$ cat src/hw/rtl/sdiv_pkg.sv
// sdiv_pkg: shared types and constants for the serial clock divider search
// no dependencies
package sdiv_pkg;

   typedef logic [31:0] rate_type;
   typedef logic [7:0]  div8_type;

   localparam div8_type PRESCALE_MIN     = 8'h02;
   localparam div8_type PRESCALE_MAX     = 8'hFE;
   localparam div8_type FACTOR_MIN       = 8'h00;
   localparam div8_type FACTOR_MAX       = 8'hFF;

   // largest divisor, prescale max times factor max plus one
   localparam logic [15:0] MIN_RATE_DIVISOR = 16'd65024;

   localparam rate_type INPUT_RATE_RESET = 32'd100000000;

endpackage

$ cat src/hw/rtl/sdiv_if.sv
// sdiv_if: valid/ready channel interfaces for request and response transactions
// depends on sdiv_pkg
interface sdiv_req_if
   import sdiv_pkg::*;
   ();
   logic     valid;
   logic     ready;
   rate_type requested_rate;

   modport source (output valid, output requested_rate, input ready);
   modport sink   (input valid, input requested_rate, output ready);
endinterface

interface sdiv_rsp_if
   import sdiv_pkg::*;
   ();
   logic     valid;
   logic     ready;
   logic     status;
   logic     above_max;
   div8_type prescale_divisor;
   div8_type rate_factor;
   rate_type achieved_rate;

   modport source (output valid, output status, output above_max, output prescale_divisor,
                   output rate_factor, output achieved_rate, input ready);
   modport sink   (input valid, input status, input above_max, input prescale_divisor,
                   input rate_factor, input achieved_rate, output ready);
endinterface

$ cat src/hw/rtl/serial_clock_divider_search_top.sv
// serial_clock_divider_search_top: prescale and rate factor search with a bit-serial divider
// depends on sdiv_pkg and sdiv_if
//
//   channel   direction  handshake          payload
//   req_bus   in         valid/ready        requested_rate
//   rsp_bus   out        valid/ready        status, above_max, prescale_divisor,
//                                           rate_factor, achieved_rate
//   csr       in         csr_wr_en          csr_wr_data (input clock rate)
//
// one search at a time; every division is restoring, one quotient bit per cycle;
// each search division runs the divisor multiply, the quotient bit steps and an evaluation
// the minimum rate check comes first, with no multiply, then 9 divisions per
// prescale (8 binary search probes over the factor plus one final division),
// up to 127 prescales, fewer on an exact match
// the error case finishes after the first division
// synchronous active high reset returns to idle and loads the input rate of 100 MHz
// a stalled response waits in the output register while the next search runs; that search
// then holds in emit, with request ready low, until the output register frees
module serial_clock_divider_search_top
   import sdiv_pkg::*;
(
   input  logic       clock,
   input  logic       reset,
   input  logic       csr_wr_en,
   input  rate_type   csr_wr_data,
   sdiv_req_if.sink   req_bus,
   sdiv_rsp_if.source rsp_bus
);

   typedef enum logic [2:0] {
      S_IDLE,
      S_MUL,
      S_DIV,
      S_EVAL,
      S_EMIT
   } state_type;

   typedef enum logic [1:0] {
      PH_MIN,
      PH_PROBE,
      PH_FINAL
   } phase_type;

   // control
   state_type   state_ff, state_in;
   phase_type   phase_ff, phase_in;
   logic [4:0]  cnt_ff, cnt_in;
   logic [2:0]  bit_ff, bit_in;
   rate_type    clk_rate_ff, clk_rate_in;

   // divider datapath
   rate_type    quo_ff, quo_in;
   logic [15:0] rem_ff, rem_in;
   logic [15:0] den_ff, den_in;

   // search datapath
   rate_type    req_ff, req_in;
   div8_type    pre_ff, pre_in;
   div8_type    pos_ff, pos_in;
   div8_type    fac_ff, fac_in;
   rate_type    best_rate_ff, best_rate_in;
   div8_type    best_pre_ff, best_pre_in;
   div8_type    best_fac_ff, best_fac_in;
   logic        status_ff, status_in;
   logic        above_ff, above_in;

   // response register
   logic        rsp_valid_ff, rsp_valid_in;
   logic        rsp_status_ff, rsp_status_in;
   logic        rsp_above_ff, rsp_above_in;
   div8_type    rsp_pre_ff, rsp_pre_in;
   div8_type    rsp_fac_ff, rsp_fac_in;
   rate_type    rsp_rate_ff, rsp_rate_in;

   // divider step: shift in the next dividend bit and try to subtract
   logic [16:0] shifted;
   logic [17:0] diff;
   logic [16:0] product;
   logic        fits;
   logic        hit;
   div8_type    pos_next;
   logic [2:0]  bit_next;

   assign shifted = {rem_ff, quo_ff[31]};
   assign diff    = {1'b0, shifted} - {2'b00, den_ff};
   assign product = 17'(pre_ff) * 17'({1'b0, fac_ff} + 9'd1);

   // rate from the last division is in quo_ff
   assign fits     = (quo_ff <= req_ff);
   assign hit      = fits && (quo_ff > best_rate_ff);
   assign pos_next = fits ? pos_ff : (pos_ff | (8'd1 << bit_ff));
   assign bit_next = bit_ff - 3'd1;

   assign req_bus.ready            = (state_ff == S_IDLE);
   assign rsp_bus.valid            = rsp_valid_ff;
   assign rsp_bus.status           = rsp_status_ff;
   assign rsp_bus.above_max        = rsp_above_ff;
   assign rsp_bus.prescale_divisor = rsp_pre_ff;
   assign rsp_bus.rate_factor      = rsp_fac_ff;
   assign rsp_bus.achieved_rate    = rsp_rate_ff;

   always_comb begin
      state_in     = state_ff;
      phase_in     = phase_ff;
      cnt_in       = cnt_ff;
      bit_in       = bit_ff;
      clk_rate_in  = clk_rate_ff;
      quo_in       = quo_ff;
      rem_in       = rem_ff;
      den_in       = den_ff;
      req_in       = req_ff;
      pre_in       = pre_ff;
      pos_in       = pos_ff;
      fac_in       = fac_ff;
      best_rate_in = best_rate_ff;
      best_pre_in  = best_pre_ff;
      best_fac_in  = best_fac_ff;
      status_in    = status_ff;
      above_in     = above_ff;
      rsp_valid_in  = rsp_valid_ff && !rsp_bus.ready;
      rsp_status_in = rsp_status_ff;
      rsp_above_in  = rsp_above_ff;
      rsp_pre_in    = rsp_pre_ff;
      rsp_fac_in    = rsp_fac_ff;
      rsp_rate_in   = rsp_rate_ff;

      if (csr_wr_en) begin
         clk_rate_in = csr_wr_data;
      end

      case (state_ff)
         S_IDLE: begin
            if (req_bus.valid) begin
               // first division gives the minimum reachable rate
               req_in   = req_bus.requested_rate;
               den_in   = MIN_RATE_DIVISOR;
               quo_in   = clk_rate_ff;
               rem_in   = '0;
               cnt_in   = '0;
               phase_in = PH_MIN;
               state_in = S_DIV;
            end
         end
         S_MUL: begin
            den_in   = product[15:0];
            quo_in   = clk_rate_ff;
            rem_in   = '0;
            cnt_in   = '0;
            state_in = S_DIV;
         end
         S_DIV: begin
            if (!diff[17]) begin
               rem_in = diff[15:0];
               quo_in = {quo_ff[30:0], 1'b1};
            end else begin
               rem_in = shifted[15:0];
               quo_in = {quo_ff[30:0], 1'b0};
            end
            cnt_in = cnt_ff + 5'd1;
            if (cnt_ff == 5'd31) begin
               state_in = S_EVAL;
            end
         end
         S_EVAL: begin
            case (phase_ff)
               PH_MIN: begin
                  best_rate_in = '0;
                  best_pre_in  = '0;
                  best_fac_in  = '0;
                  if (req_ff < quo_ff) begin
                     status_in = 1'b1;
                     above_in  = 1'b0;
                     state_in  = S_EMIT;
                  end else begin
                     status_in = 1'b0;
                     above_in  = (req_ff > {1'b0, clk_rate_ff[31:1]});
                     pre_in    = PRESCALE_MIN;
                     pos_in    = FACTOR_MIN;
                     bit_in    = 3'd7;
                     fac_in    = 8'd127;
                     phase_in  = PH_PROBE;
                     state_in  = S_MUL;
                  end
               end
               PH_PROBE: begin
                  // binary search for the smallest factor that fits under the request
                  pos_in   = pos_next;
                  state_in = S_MUL;
                  if (bit_ff == 3'd0) begin
                     fac_in   = pos_next;
                     phase_in = PH_FINAL;
                  end else begin
                     bit_in = bit_next;
                     fac_in = pos_next | ((8'd1 << bit_next) - 8'd1);
                  end
               end
               PH_FINAL: begin
                  if (hit) begin
                     best_rate_in = quo_ff;
                     best_pre_in  = pre_ff;
                     best_fac_in  = pos_ff;
                  end
                  if ((hit && (quo_ff == req_ff)) || (pre_ff == PRESCALE_MAX)) begin
                     state_in = S_EMIT;
                  end else begin
                     pre_in   = pre_ff + 8'd2;
                     pos_in   = FACTOR_MIN;
                     bit_in   = 3'd7;
                     fac_in   = 8'd127;
                     phase_in = PH_PROBE;
                     state_in = S_MUL;
                  end
               end
               default: begin
                  state_in = S_IDLE;
               end
            endcase
         end
         S_EMIT: begin
            // wait here while an earlier response still sits in the output register
            if (!rsp_valid_ff || rsp_bus.ready) begin
               rsp_valid_in  = 1'b1;
               rsp_status_in = status_ff;
               rsp_above_in  = above_ff;
               rsp_pre_in    = best_pre_ff;
               rsp_fac_in    = best_fac_ff;
               rsp_rate_in   = best_rate_ff;
               state_in      = S_IDLE;
            end
         end
         default: begin
            state_in = S_IDLE;
         end
      endcase
   end

   always_ff @(posedge clock) begin
      if (reset) begin
         state_ff     <= S_IDLE;
         phase_ff     <= PH_MIN;
         cnt_ff       <= '0;
         bit_ff       <= '0;
         clk_rate_ff  <= INPUT_RATE_RESET;
         rsp_valid_ff <= 1'b0;
      end else begin
         state_ff     <= state_in;
         phase_ff     <= phase_in;
         cnt_ff       <= cnt_in;
         bit_ff       <= bit_in;
         clk_rate_ff  <= clk_rate_in;
         rsp_valid_ff <= rsp_valid_in;
      end
      quo_ff        <= quo_in;
      rem_ff        <= rem_in;
      den_ff        <= den_in;
      req_ff        <= req_in;
      pre_ff        <= pre_in;
      pos_ff        <= pos_in;
      fac_ff        <= fac_in;
      best_rate_ff  <= best_rate_in;
      best_pre_ff   <= best_pre_in;
      best_fac_ff   <= best_fac_in;
      status_ff     <= status_in;
      above_ff      <= above_in;
      rsp_status_ff <= rsp_status_in;
      rsp_above_ff  <= rsp_above_in;
      rsp_pre_ff    <= rsp_pre_in;
      rsp_fac_ff    <= rsp_fac_in;
      rsp_rate_ff   <= rsp_rate_in;
   end

`ifndef ASSERT_OFF
   // an error response carries no divider setting
   a_error_zero: assert property (@(posedge clock) disable iff (reset)
      (rsp_valid_ff && rsp_status_ff) |->
         (rsp_pre_ff == 8'd0 && rsp_fac_ff == 8'd0 && rsp_rate_ff == 32'd0 && !rsp_above_ff))
      else $error("error response with nonzero divider fields");

   // a nonzero achieved rate always comes with an even nonzero prescale
   a_prescale_even: assert property (@(posedge clock) disable iff (reset)
      (rsp_valid_ff && !rsp_status_ff && rsp_rate_ff != 32'd0) |->
         (!rsp_pre_ff[0] && rsp_pre_ff != 8'd0))
      else $error("response prescale odd or zero with nonzero rate");

   // the partial remainder stays below the divisor through the division
   a_rem_bound: assert property (@(posedge clock) disable iff (reset)
      (state_ff == S_DIV) |-> (rem_ff < den_ff))
      else $error("divider remainder not below divisor");

   // a division never starts with a zero divisor
   a_den_nonzero: assert property (@(posedge clock) disable iff (reset)
      (state_ff == S_DIV && cnt_ff == 5'd0) |-> (den_ff != 16'd0))
      else $error("division started with zero divisor");
`endif

endmodule

$ cat src/flat_wrapper.sv
// flat-port wrapper written by rule: the top's interface ports become plain ports
module serial_clock_divider_search_top_flat import sdiv_pkg::*;
  (clock, reset, csr_wr_en, csr_wr_data, req_bus_valid, req_bus_requested_rate, req_bus_ready, rsp_bus_valid, rsp_bus_status, rsp_bus_above_max, rsp_bus_prescale_divisor, rsp_bus_rate_factor, rsp_bus_achieved_rate, rsp_bus_ready);
  sdiv_req_if req_bus_i ();
  sdiv_rsp_if rsp_bus_i ();
  input  logic clock;
  input  logic reset;
  input  logic csr_wr_en;
  input  rate_type csr_wr_data;
  input wire logic [$bits(req_bus_i.valid)-1:0] req_bus_valid;
  input wire logic [$bits(req_bus_i.requested_rate)-1:0] req_bus_requested_rate;
  output wire logic [$bits(req_bus_i.ready)-1:0] req_bus_ready;
  output wire logic [$bits(rsp_bus_i.valid)-1:0] rsp_bus_valid;
  output wire logic [$bits(rsp_bus_i.status)-1:0] rsp_bus_status;
  output wire logic [$bits(rsp_bus_i.above_max)-1:0] rsp_bus_above_max;
  output wire logic [$bits(rsp_bus_i.prescale_divisor)-1:0] rsp_bus_prescale_divisor;
  output wire logic [$bits(rsp_bus_i.rate_factor)-1:0] rsp_bus_rate_factor;
  output wire logic [$bits(rsp_bus_i.achieved_rate)-1:0] rsp_bus_achieved_rate;
  input wire logic [$bits(rsp_bus_i.ready)-1:0] rsp_bus_ready;
  assign req_bus_i.valid = req_bus_valid;
  assign req_bus_i.requested_rate = req_bus_requested_rate;
  assign req_bus_ready = req_bus_i.ready;
  assign rsp_bus_valid = rsp_bus_i.valid;
  assign rsp_bus_status = rsp_bus_i.status;
  assign rsp_bus_above_max = rsp_bus_i.above_max;
  assign rsp_bus_prescale_divisor = rsp_bus_i.prescale_divisor;
  assign rsp_bus_rate_factor = rsp_bus_i.rate_factor;
  assign rsp_bus_achieved_rate = rsp_bus_i.achieved_rate;
  assign rsp_bus_i.ready = rsp_bus_ready;
  serial_clock_divider_search_top u_core (.clock(clock), .reset(reset), .csr_wr_en(csr_wr_en), .csr_wr_data(csr_wr_data), .req_bus(req_bus_i), .rsp_bus(rsp_bus_i));
endmodule
$ cat config.mk
export PLATFORM = sky130hd
export DESIGN_NAME = serial_clock_divider_search_top_flat
export DESIGN_NICKNAME = d
export VERILOG_FILES = /design/src/hw/rtl/sdiv_pkg.sv /design/src/hw/rtl/sdiv_if.sv /design/src/hw/rtl/serial_clock_divider_search_top.sv /design/src/flat_wrapper.sv
export SDC_FILE = /design/constraint.sdc
export NUM_CORES = 1
export LEC_CHECK = 0
export BUFFER_PORTS_ARGS = -buffer_cell sky130_fd_sc_hd__buf_2
export CORE_ASPECT_RATIO = 1.1
export CORE_UTILIZATION = 40
export CTS_CLUSTER_DIAMETER = 40
export DETAILED_ROUTE_END_ITERATION = 12
export PLACE_DENSITY = 0.56
export SYNTH_ARGS = -nofsm -noshare
export SYNTH_HDL_FRONTEND = slang
export SYNTH_SLANG_ARGS = --single-unit
$ cat constraint.sdc
create_clock -name clock -period 10.1 [get_ports clock]
set_clock_uncertainty 0.05 [all_clocks]
set_input_delay 3.03 -clock clock [delete_from_list [all_inputs] [get_ports clock]]
set_output_delay 3.03 -clock clock [all_outputs]
set_load 0.005 [all_outputs]
==> results of run 1 <==
## final timing paths
check / startpoint / to / slack, ns / cells after the start
worst max-delay path: u_core.fac_ff[0] / u_core.den_ff[14] / 4.47 / 18
worst max register to register: u_core.fac_ff[0] / u_core.den_ff[14] / 4.47 / 18
worst min-delay path: u_core.above_ff / u_core.rsp_bus.above_max / 0.36 / 0
worst min register to register: u_core.above_ff / u_core.rsp_bus.above_max / 0.36 / 0
## flip-flops by register name (all words and copies together) (netlist names), 15 cells and up
signal	cells
u_core.clk_rate_ff	32
u_core.rsp_bus.achieved_rate	32
u_core.quo_ff	32
u_core.rem_ff	16
u_core.req_ff	32
u_core.best_rate_ff	32
u_core.den_ff	15
## power groups by stage
stage	Clock [mW]	Sequential (mW)	Combinational [mW]
floorplan	0	1.25	0.175
global placement	0	1.26	0.233
detailed placement	0	1.26	0.239
CTS	1.55	1.24	0.241
global route	1.59	1.25	0.272
finish	1.51	1.24	0.238
## cell usage in the layout (no fill, tap or decap), types with 10 or more instances in the layout
cell	instances
sky130_fd_sc_hd__buf_2	119
sky130_fd_sc_hd__nand3_1	24
sky130_fd_sc_hd__ha_1	159
sky130_fd_sc_hd__o21ai_0	56
sky130_fd_sc_hd__nand2_1	96
sky130_fd_sc_hd__nand2b_1	13
sky130_fd_sc_hd__nor2_1	78
sky130_fd_sc_hd__nand4_1	23
sky130_fd_sc_hd__and2_1	70
sky130_fd_sc_hd__clkbuf_16	46
sky130_fd_sc_hd__fa_1	34
sky130_fd_sc_hd__inv_1	171
sky130_fd_sc_hd__dfxtp_1	46
sky130_fd_sc_hd__edfxtp_1	216
sky130_fd_sc_hd__o211ai_1	21
sky130_fd_sc_hd__xnor2_1	21
sky130_fd_sc_hd__nor2b_1	44
sky130_fd_sc_hd__nor3_1	18
sky130_fd_sc_hd__a31oi_1	15
sky130_fd_sc_hd__o21a_1	10
sky130_fd_sc_hd__mux2i_1	30
sky130_fd_sc_hd__a21o_1	22
sky130_fd_sc_hd__xor2_1	17
sky130_fd_sc_hd__a21oi_1	66
## critical path: stages (launching register included)
cell	delay (ns)
sky130_fd_sc_hd__edfxtp_1	0.52
sky130_fd_sc_hd__ha_1	0.31
sky130_fd_sc_hd__nand3_1	0.11
sky130_fd_sc_hd__xor2_1	0.46
sky130_fd_sc_hd__nand2b_1	0.21
sky130_fd_sc_hd__fa_1	0.44
sky130_fd_sc_hd__fa_1	0.49
sky130_fd_sc_hd__inv_1	0.06
sky130_fd_sc_hd__fa_1	0.52
sky130_fd_sc_hd__inv_1	0.05
sky130_fd_sc_hd__fa_1	0.52
sky130_fd_sc_hd__inv_1	0.04
sky130_fd_sc_hd__ha_1	0.29
sky130_fd_sc_hd__a21oi_1	0.20
sky130_fd_sc_hd__o21bai_1	0.11
sky130_fd_sc_hd__a2111oi_0	0.57
sky130_fd_sc_hd__o31ai_1	0.19
sky130_fd_sc_hd__xnor2_1	0.15
sky130_fd_sc_hd__nand2_1	0.07
## final cells by class
type | instances | area, sq um | area share, %
repair buffers | 127 | 655.6 | 3.684
flip-flops and latches | 262 | 7407 | 41.62
multi-input cells | 905 | 6960 | 39.11
clock inverters | 31 | 327.8 | 1.842
inverters | 173 | 649.4 | 3.649
well taps | 494 | 618.1 | 3.473
clock buffers | 51 | 1180 | 6.629
## logic make-up after synthesis
group | after synthesis | share of synthesized area, %
xor gates and xnor gates | 38 | 2.196
DFF | 262 | 48.87
buffers and inverters | 216 | 5.390
adders and majority gates | 193 | 17.61
AOI/OAI and AO/OA | 235 | 9.930
and+or+nand+nor | 407 | 13.92
muxes | 31 | 2.055
other | 1 | 0.02474
## routing by layer
layer  up-vias  track usage [%]  part of all wire, %
li1       5123                -                    -
met1      4892            22.69                   46
met2       174            30.15                   48
met3        53            3.040                  3.6
met4         0            6.330                  2.3
met5         -                0                    0
==> summary.md, run 1 <==
| Metric | Value |
|---|---|
| Status | completed |
| Global-route wire length before repair | 53920 um |
| Fraction of power consumed by the clock network | between 50% and 60% |
| Post-layout utilization of the core | 47.82% |
| Total Power Consumption | 2.992 mW |
| Area share of the largest cell type after synthesis | about 43% |
| Final instance count without filler cells | 2043 |
| Most frequent cells after synthesis | 216 x sky130_fd_sc_hd__edfxtp_1, 172 x sky130_fd_sc_hd__inv_1, 159 x sky130_fd_sc_hd__ha_1 |
| Total congestion overflow after global routing | 0 |
| Routed WL per cell | roughly 16 um |
| Design Area, Final | 0.01780 sq mm |
| Floorplan die area | slightly below 0.04 sq mm |
| H-Tree Depth | 2 |
| Minimum clock period after layout | 5.627 ns |
| Critical path data arrival time | 5.87 ns |
| Switching share of power | 24.31% |
| Count of final hold-check violations | 0 |
| Unrepaired setup endpoints after global routing | no |
| Count of final max-slew check failures | 0 |
| Syn Inst Count | 1383 |
| Antenna viol nets, final | 0 |
| Clock input transition at the sequential cells of the worst setup and hold paths | 0.05 ns |
| Sum of negative setup slack | 0 ns |
| Reported leakage power | 7.525 nW |
| Number of sinks handled by clock tree synthesis | 262 |
| Layout cells sized above 1 | 14.53% |
| Total of cells resized after clock tree synthesis | 0 |
| Max Fanout on Critical Path | 10 |
| Total routed wirelength | 33250 um |
| F_max | 177.7 MHz |
| Number of enable-type register cells in the synthesized netlist | 216 |
| Power density normalized to cell area | between 150 and 200 mW/mm^2 |
| Average cell area after synthesis | approximately 11 sq um |
| Min-delay worst type | register to register |
| Clock root buffer master | sky130_fd_sc_hd__clkbuf_16 |
| Synth cell types | 71 |
| Slew at the pin closest to its max-slew limit | 1.076 ns |
| Detailed-route vias per instance | 5.013 |
| Area Overhead vs Synth | 17.42% |
| Element type at the critical path start | register |
| Largest net degree at the start of global routing | 64 |
| Number of nets in the final layout | about 1800 |
| Worst slack on hold paths | 0.3639 ns |
| Final worst-path cycle share | 55.71% |
| Total of endpoints with negative setup slack in the final report | 0 |
| Num rows | 74 |
| Proportion of register bits with asynchronous set or reset after synthesis | 0% |
| Sequential power share | approximately two fifths |
| Via Count | 10242 |
| Req. time, crit path | 10.35 ns |
| Final WS setup | 4.473 ns |
| Die Y | 206.2 um |
| Number of antenna violations at the first check in global routing | 0 |
| DRC violations left | 0 |
| Portion of the post-synthesis area used by sequential elements | 48.87% |
| Number of placed cells counting well taps | 1961 |
| Cell-internal power | 2.264 mW |
| Normalized max-slew margin | 27.60% |
| Main flop type after synthesis | sky130_fd_sc_hd__edfxtp_1 |
| Leading cell type by number of instances after synthesis | sky130_fd_sc_hd__edfxtp_1 |
| Total of buffers placed on input and output ports | roughly 120 |
| TritonCTS clock tree | yes |
| Number of setup buffers added after CTS | 0 |
| Top-level port count | 121 |
| Total global-route track usage | 17.71% |
| Switching Power | 0.7274 mW |
| Vias in the first global route | roughly 10000 |
| Sort of element at the end of the critical path | register |
| Number of DRC markers in iteration 0 | 418 |
| Number of max-cap violations | 0 |
| Synth area leaders | sky130_fd_sc_hd__edfxtp_1 43%, sky130_fd_sc_hd__ha_1 13%, sky130_fd_sc_hd__dfxtp_1 6.1%, sky130_fd_sc_hd__fa_1 4.5%, sky130_fd_sc_hd__inv_1 4.3% |
| Number of storage elements in the synthesis netlist | 262 |
| Post-CTS Hold Buffers | 0 |
| First-pass iteration count of the detailed router | 4 |
| Antenna Diode Count | 0 |
| Initial core utilization | between 40 and 50% |
| Clock Path Buffers | 3 |
| Clock buffer count from CTS | 44 |
| Post-placement worst setup slack | approximately 4.5 ns |
| Maximum vdd drop | approximately 0.15 mV |
| Post-synthesis instance area | 0.01516 sq mm |
| Clk Latency, worst-skew pair | 0.56 ns |
| Post-Syn Nets | 1645 |
| Fill count | 3492 |
| Weighted congestion at the end of routability-driven global placement | 0.8300 |
| Core Region | around 0.037 sq mm |
| Placed cell area | about 0.016 sq mm |
| Comb power frac | 8.0% |
| Crit Path Class | register to register |
| Most area-hungry cell type in the Yosys netlist | sky130_fd_sc_hd__edfxtp_1 |
| Die Span X | 187.6 um |
| Total number of yosys warnings | 0 |
| Hpwl dp | around 25000 um |
Note: power is estimated with default switching activity, not from simulation.
==> run 2: changes to the inputs <==
clock period = 5.8 ns   (was 10.1 ns; I/O delays follow)
==> run 2 against run 1 <==
  * Setup slack worse by 4.1 ns
  * Final cell count hardly changed
  * Hold slack better by 0.0079 ns
  * Via count is 0.43% higher
  * Sequential power is 74% higher
  * Combinational power is 74% higher
  * Global-route usage is 0.085 points higher
  * Core utilization is 0.16 points higher
  * Clock power is 78% higher
  * Flip-flop and latch count stayed put
==> summary.md, run 2 (synthesized netlist as in run 1, its figures left out) <==
| Metric | Value |
|---|---|
| Status | completed (unchanged) |
| Most common library cell in the layout ignoring fill and taps | sky130_fd_sc_hd__edfxtp_1 (unchanged) |
| Total of endpoints with negative setup slack in the final report | 0 (unchanged) |
| Detailed-route vias per instance | 5.032 (was 5.013) |
| Critical Path Stages | 17 (was 18) |
| Top-level port count | 121 (unchanged) |
| Initial core utilization | 40.73% (unchanged) |
| F_max | 184.7 MHz (was 177.7 MHz) |
| Worst Path Buf+Inv | 3 (unchanged) |
| Clk Latency, worst-skew pair | 0.56 ns (about the same) |
| TritonCTS clock tree | yes (unchanged) |
| First-pass iteration count of the detailed router | 5 (was 4) |
| Req. time, crit path | 6.05 ns (was 10.35 ns) |
| Antenna viol nets, final | 0 (unchanged) |
| Power density normalized to cell area | 295.1 mW/mm^2 (was 168.1 mW/mm^2) |
| Global-route wire length before repair | 53830 um (was 53920 um) |
| Unrepaired setup endpoints after global routing | no (unchanged) |
| Total congestion overflow after global routing | 0 (unchanged) |
| CP peak stage delay | 0.55 ns (was 0.57 ns) |
| Number of nets in the final layout | 1776 (was 1775) |
| Number of cells on the worst hold path | 0 (unchanged) |
| DRC violations left | 0 (unchanged) |
| Num rows | 74 (unchanged) |
| Clock input transition at the sequential cells of the worst setup and hold paths | 0.05 ns (about the same) |
| Crit Path Class | register to register (unchanged) |
| Vias in the first global route | 10273 (was 10446) |
| Crit-path slowest cell | sky130_fd_sc_hd__a2111oi_0 (unchanged) |
| Most common cell on crit path | sky130_fd_sc_hd__fa_1 (unchanged) |
| Count of cells along the worst register-to-register path | 17 (was 18) |
| Hpwl dp | 24570 um (was 24560 um) |
| Post-CTS Hold Buffers | 0 (unchanged) |
| Leading cell types in the layout, fill and taps excluded | 216 x sky130_fd_sc_hd__edfxtp_1, 171 x sky130_fd_sc_hd__inv_1, 159 x sky130_fd_sc_hd__ha_1 (unchanged) |
| Slew at the pin closest to its max-slew limit | 1.142 ns (was 1.076 ns) |
| Max Fanout on Critical Path | 10 (unchanged) |
| Clock root buffer master | sky130_fd_sc_hd__clkbuf_16 (unchanged) |
| Critical path data arrival time | 5.66 ns (was 5.87 ns) |
| Design Area, Final | 0.01786 sq mm (was 0.01780 sq mm) |
| Routed wire length on met3 | 1291 um (was 1210 um) |
| Sum of negative setup slack | 0 ns (unchanged) |
| Chain of cells forming the critical path | ha_1, xor2_1, nand2_1, fa_1, fa_1, inv_1, fa_1, inv_1, fa_1, inv_1, ha_1, a21oi_1, o21bai_1, a2111oi_0, o31ai_1, xnor2_1, nand2_1 (was ha_1, nand3_1, xor2_1, nand2b_1, fa_1, fa_1, inv_1, fa_1, inv_1, fa_1, inv_1, ha_1, a21oi_1, o21bai_1, a2111oi_0, o31ai_1, xnor2_1, nand2_1) |
| Antenna Diode Count | 0 (unchanged) |
| Final worst-path cycle share | 93.34% (was 55.71%) |
| Normalized max-slew margin | 23.19% (was 27.60%) |
| Number of max-cap violations | 0 (unchanged) |
| Die Y | 206.2 um (unchanged) |
| Layout cells sized above 1 | 14.77% (was 14.53%) |
| Minimum clock period after layout | 5.414 ns (was 5.627 ns) |
| Detail Route met2 WL | 15890 um (was 15970 um) |
| Clock buffer count from CTS | 44 (unchanged) |
| Floorplan die area | 0.03868 sq mm (unchanged) |
| Total global-route track usage | 17.80% (was 17.71%) |
| Number of DRC markers in iteration 0 | 427 (was 418) |
| Maximum vdd drop | 0.2422 mV (was 0.1472 mV) |
| Core Region | 0.03722 sq mm (unchanged) |
| Total routed wirelength | 33450 um (was 33250 um) |
| Weighted congestion at the end of routability-driven global placement | 0.8329 (was 0.8300) |
| Post-layout utilization of the core | 47.98% (was 47.82%) |
| Number of sinks handled by clock tree synthesis | 262 (unchanged) |
| Area Overhead vs Synth | 17.81% (was 17.42%) |
| Total Power Consumption | 5.270 mW (was 2.992 mW) |
| Wire length on met1 | 15430 um (was 15300 um) |
| Uppermost routed layer | met4 (unchanged) |
| Clock Path Buffers | 3 (unchanged) |
| Largest net degree at the start of global routing | 64 (unchanged) |
| Total of cells resized after clock tree synthesis | 0 (unchanged) |
| Count of final max-slew check failures | 0 (unchanged) |
| Placed cell area | 0.01631 sq mm (was 0.01629 sq mm) |
| Family of cells with the greatest summed delay on the critical path | adder cells (unchanged) |
| Element type at the critical path start | register (unchanged) |
| Routed WL per cell | 16.37 um (was 16.27 um) |
| Min-delay worst type | register to register (unchanged) |
| Reported leakage power | 7.553 nW (was 7.525 nW) |
| Number of setup buffers added after CTS | 0 (unchanged) |
| Number of placed cells counting well taps | 1962 (was 1961) |
| Total of buffers placed on input and output ports | 119 (unchanged) |
| H-Tree Depth | 2 (unchanged) |
| Final instance count without filler cells | 2044 (was 2043) |
| Number of antenna violations at the first check in global routing | 0 (unchanged) |
| Sort of element at the end of the critical path | register (unchanged) |
| Count of final hold-check violations | 0 (unchanged) |
| Via Count | 10286 (was 10242) |
| Die Span X | 187.6 um (unchanged) |
[run 2: layout make-up]
type                    count  area, sq um
fillers                  3485        19360
flip-flops and latches    262         7407
multi-input cells         905         6960
clock buffers              53         1217
repair buffers            128        675.6
inverters                 173        649.4
well taps                 494        618.1
clock inverters            29        330.3
[run 2: per-layer routing]
layer / track usage, % / up-vias
li1: - / 5146
met1: 22.93 / 4885
met2: 29.96 / 199
met3: 3.023 / 56
met4: 6.765 / 0
met5: 0 / -
[run 2: path summary, 6_finish.rpt]
check / startpoint / end / slack (ns)
max: u_core.fac_ff[0] / u_core.den_ff[14] / 0.39
min: u_core.best_pre_ff[6] / u_core.rsp_bus.prescale_divisor[6] / 0.37
max reg2reg: u_core.fac_ff[0] / u_core.den_ff[14] / 0.39
min reg2reg: u_core.best_pre_ff[6] / u_core.rsp_bus.prescale_divisor[6] / 0.37
[run 2: per-stage QoR]
| stage | hold slack (ns) | setup slack, ns |
|---|---|---|
| after global routing | 0.3866 | 0.03072 |
| after floorplan | 0.3503 | 0.6390 |
| after detailed placement | 0.3556 | 0.3785 |
| final | 0.3718 | 0.3860 |
| after global placement | 0.3519 | 0.4239 |
| after CTS | 0.3740 | 0.3489 |
[run 2: where the power goes]
part / internal (mW) / switching (mW) / leakage [nW]
clock: 1.71 / 0.986 / 0.759
sequential: 2.11 / 0.0544 / 2.13
combinational: 0.174 / 0.240 / 4.67
total: 3.99 / 1.28 / 7.55
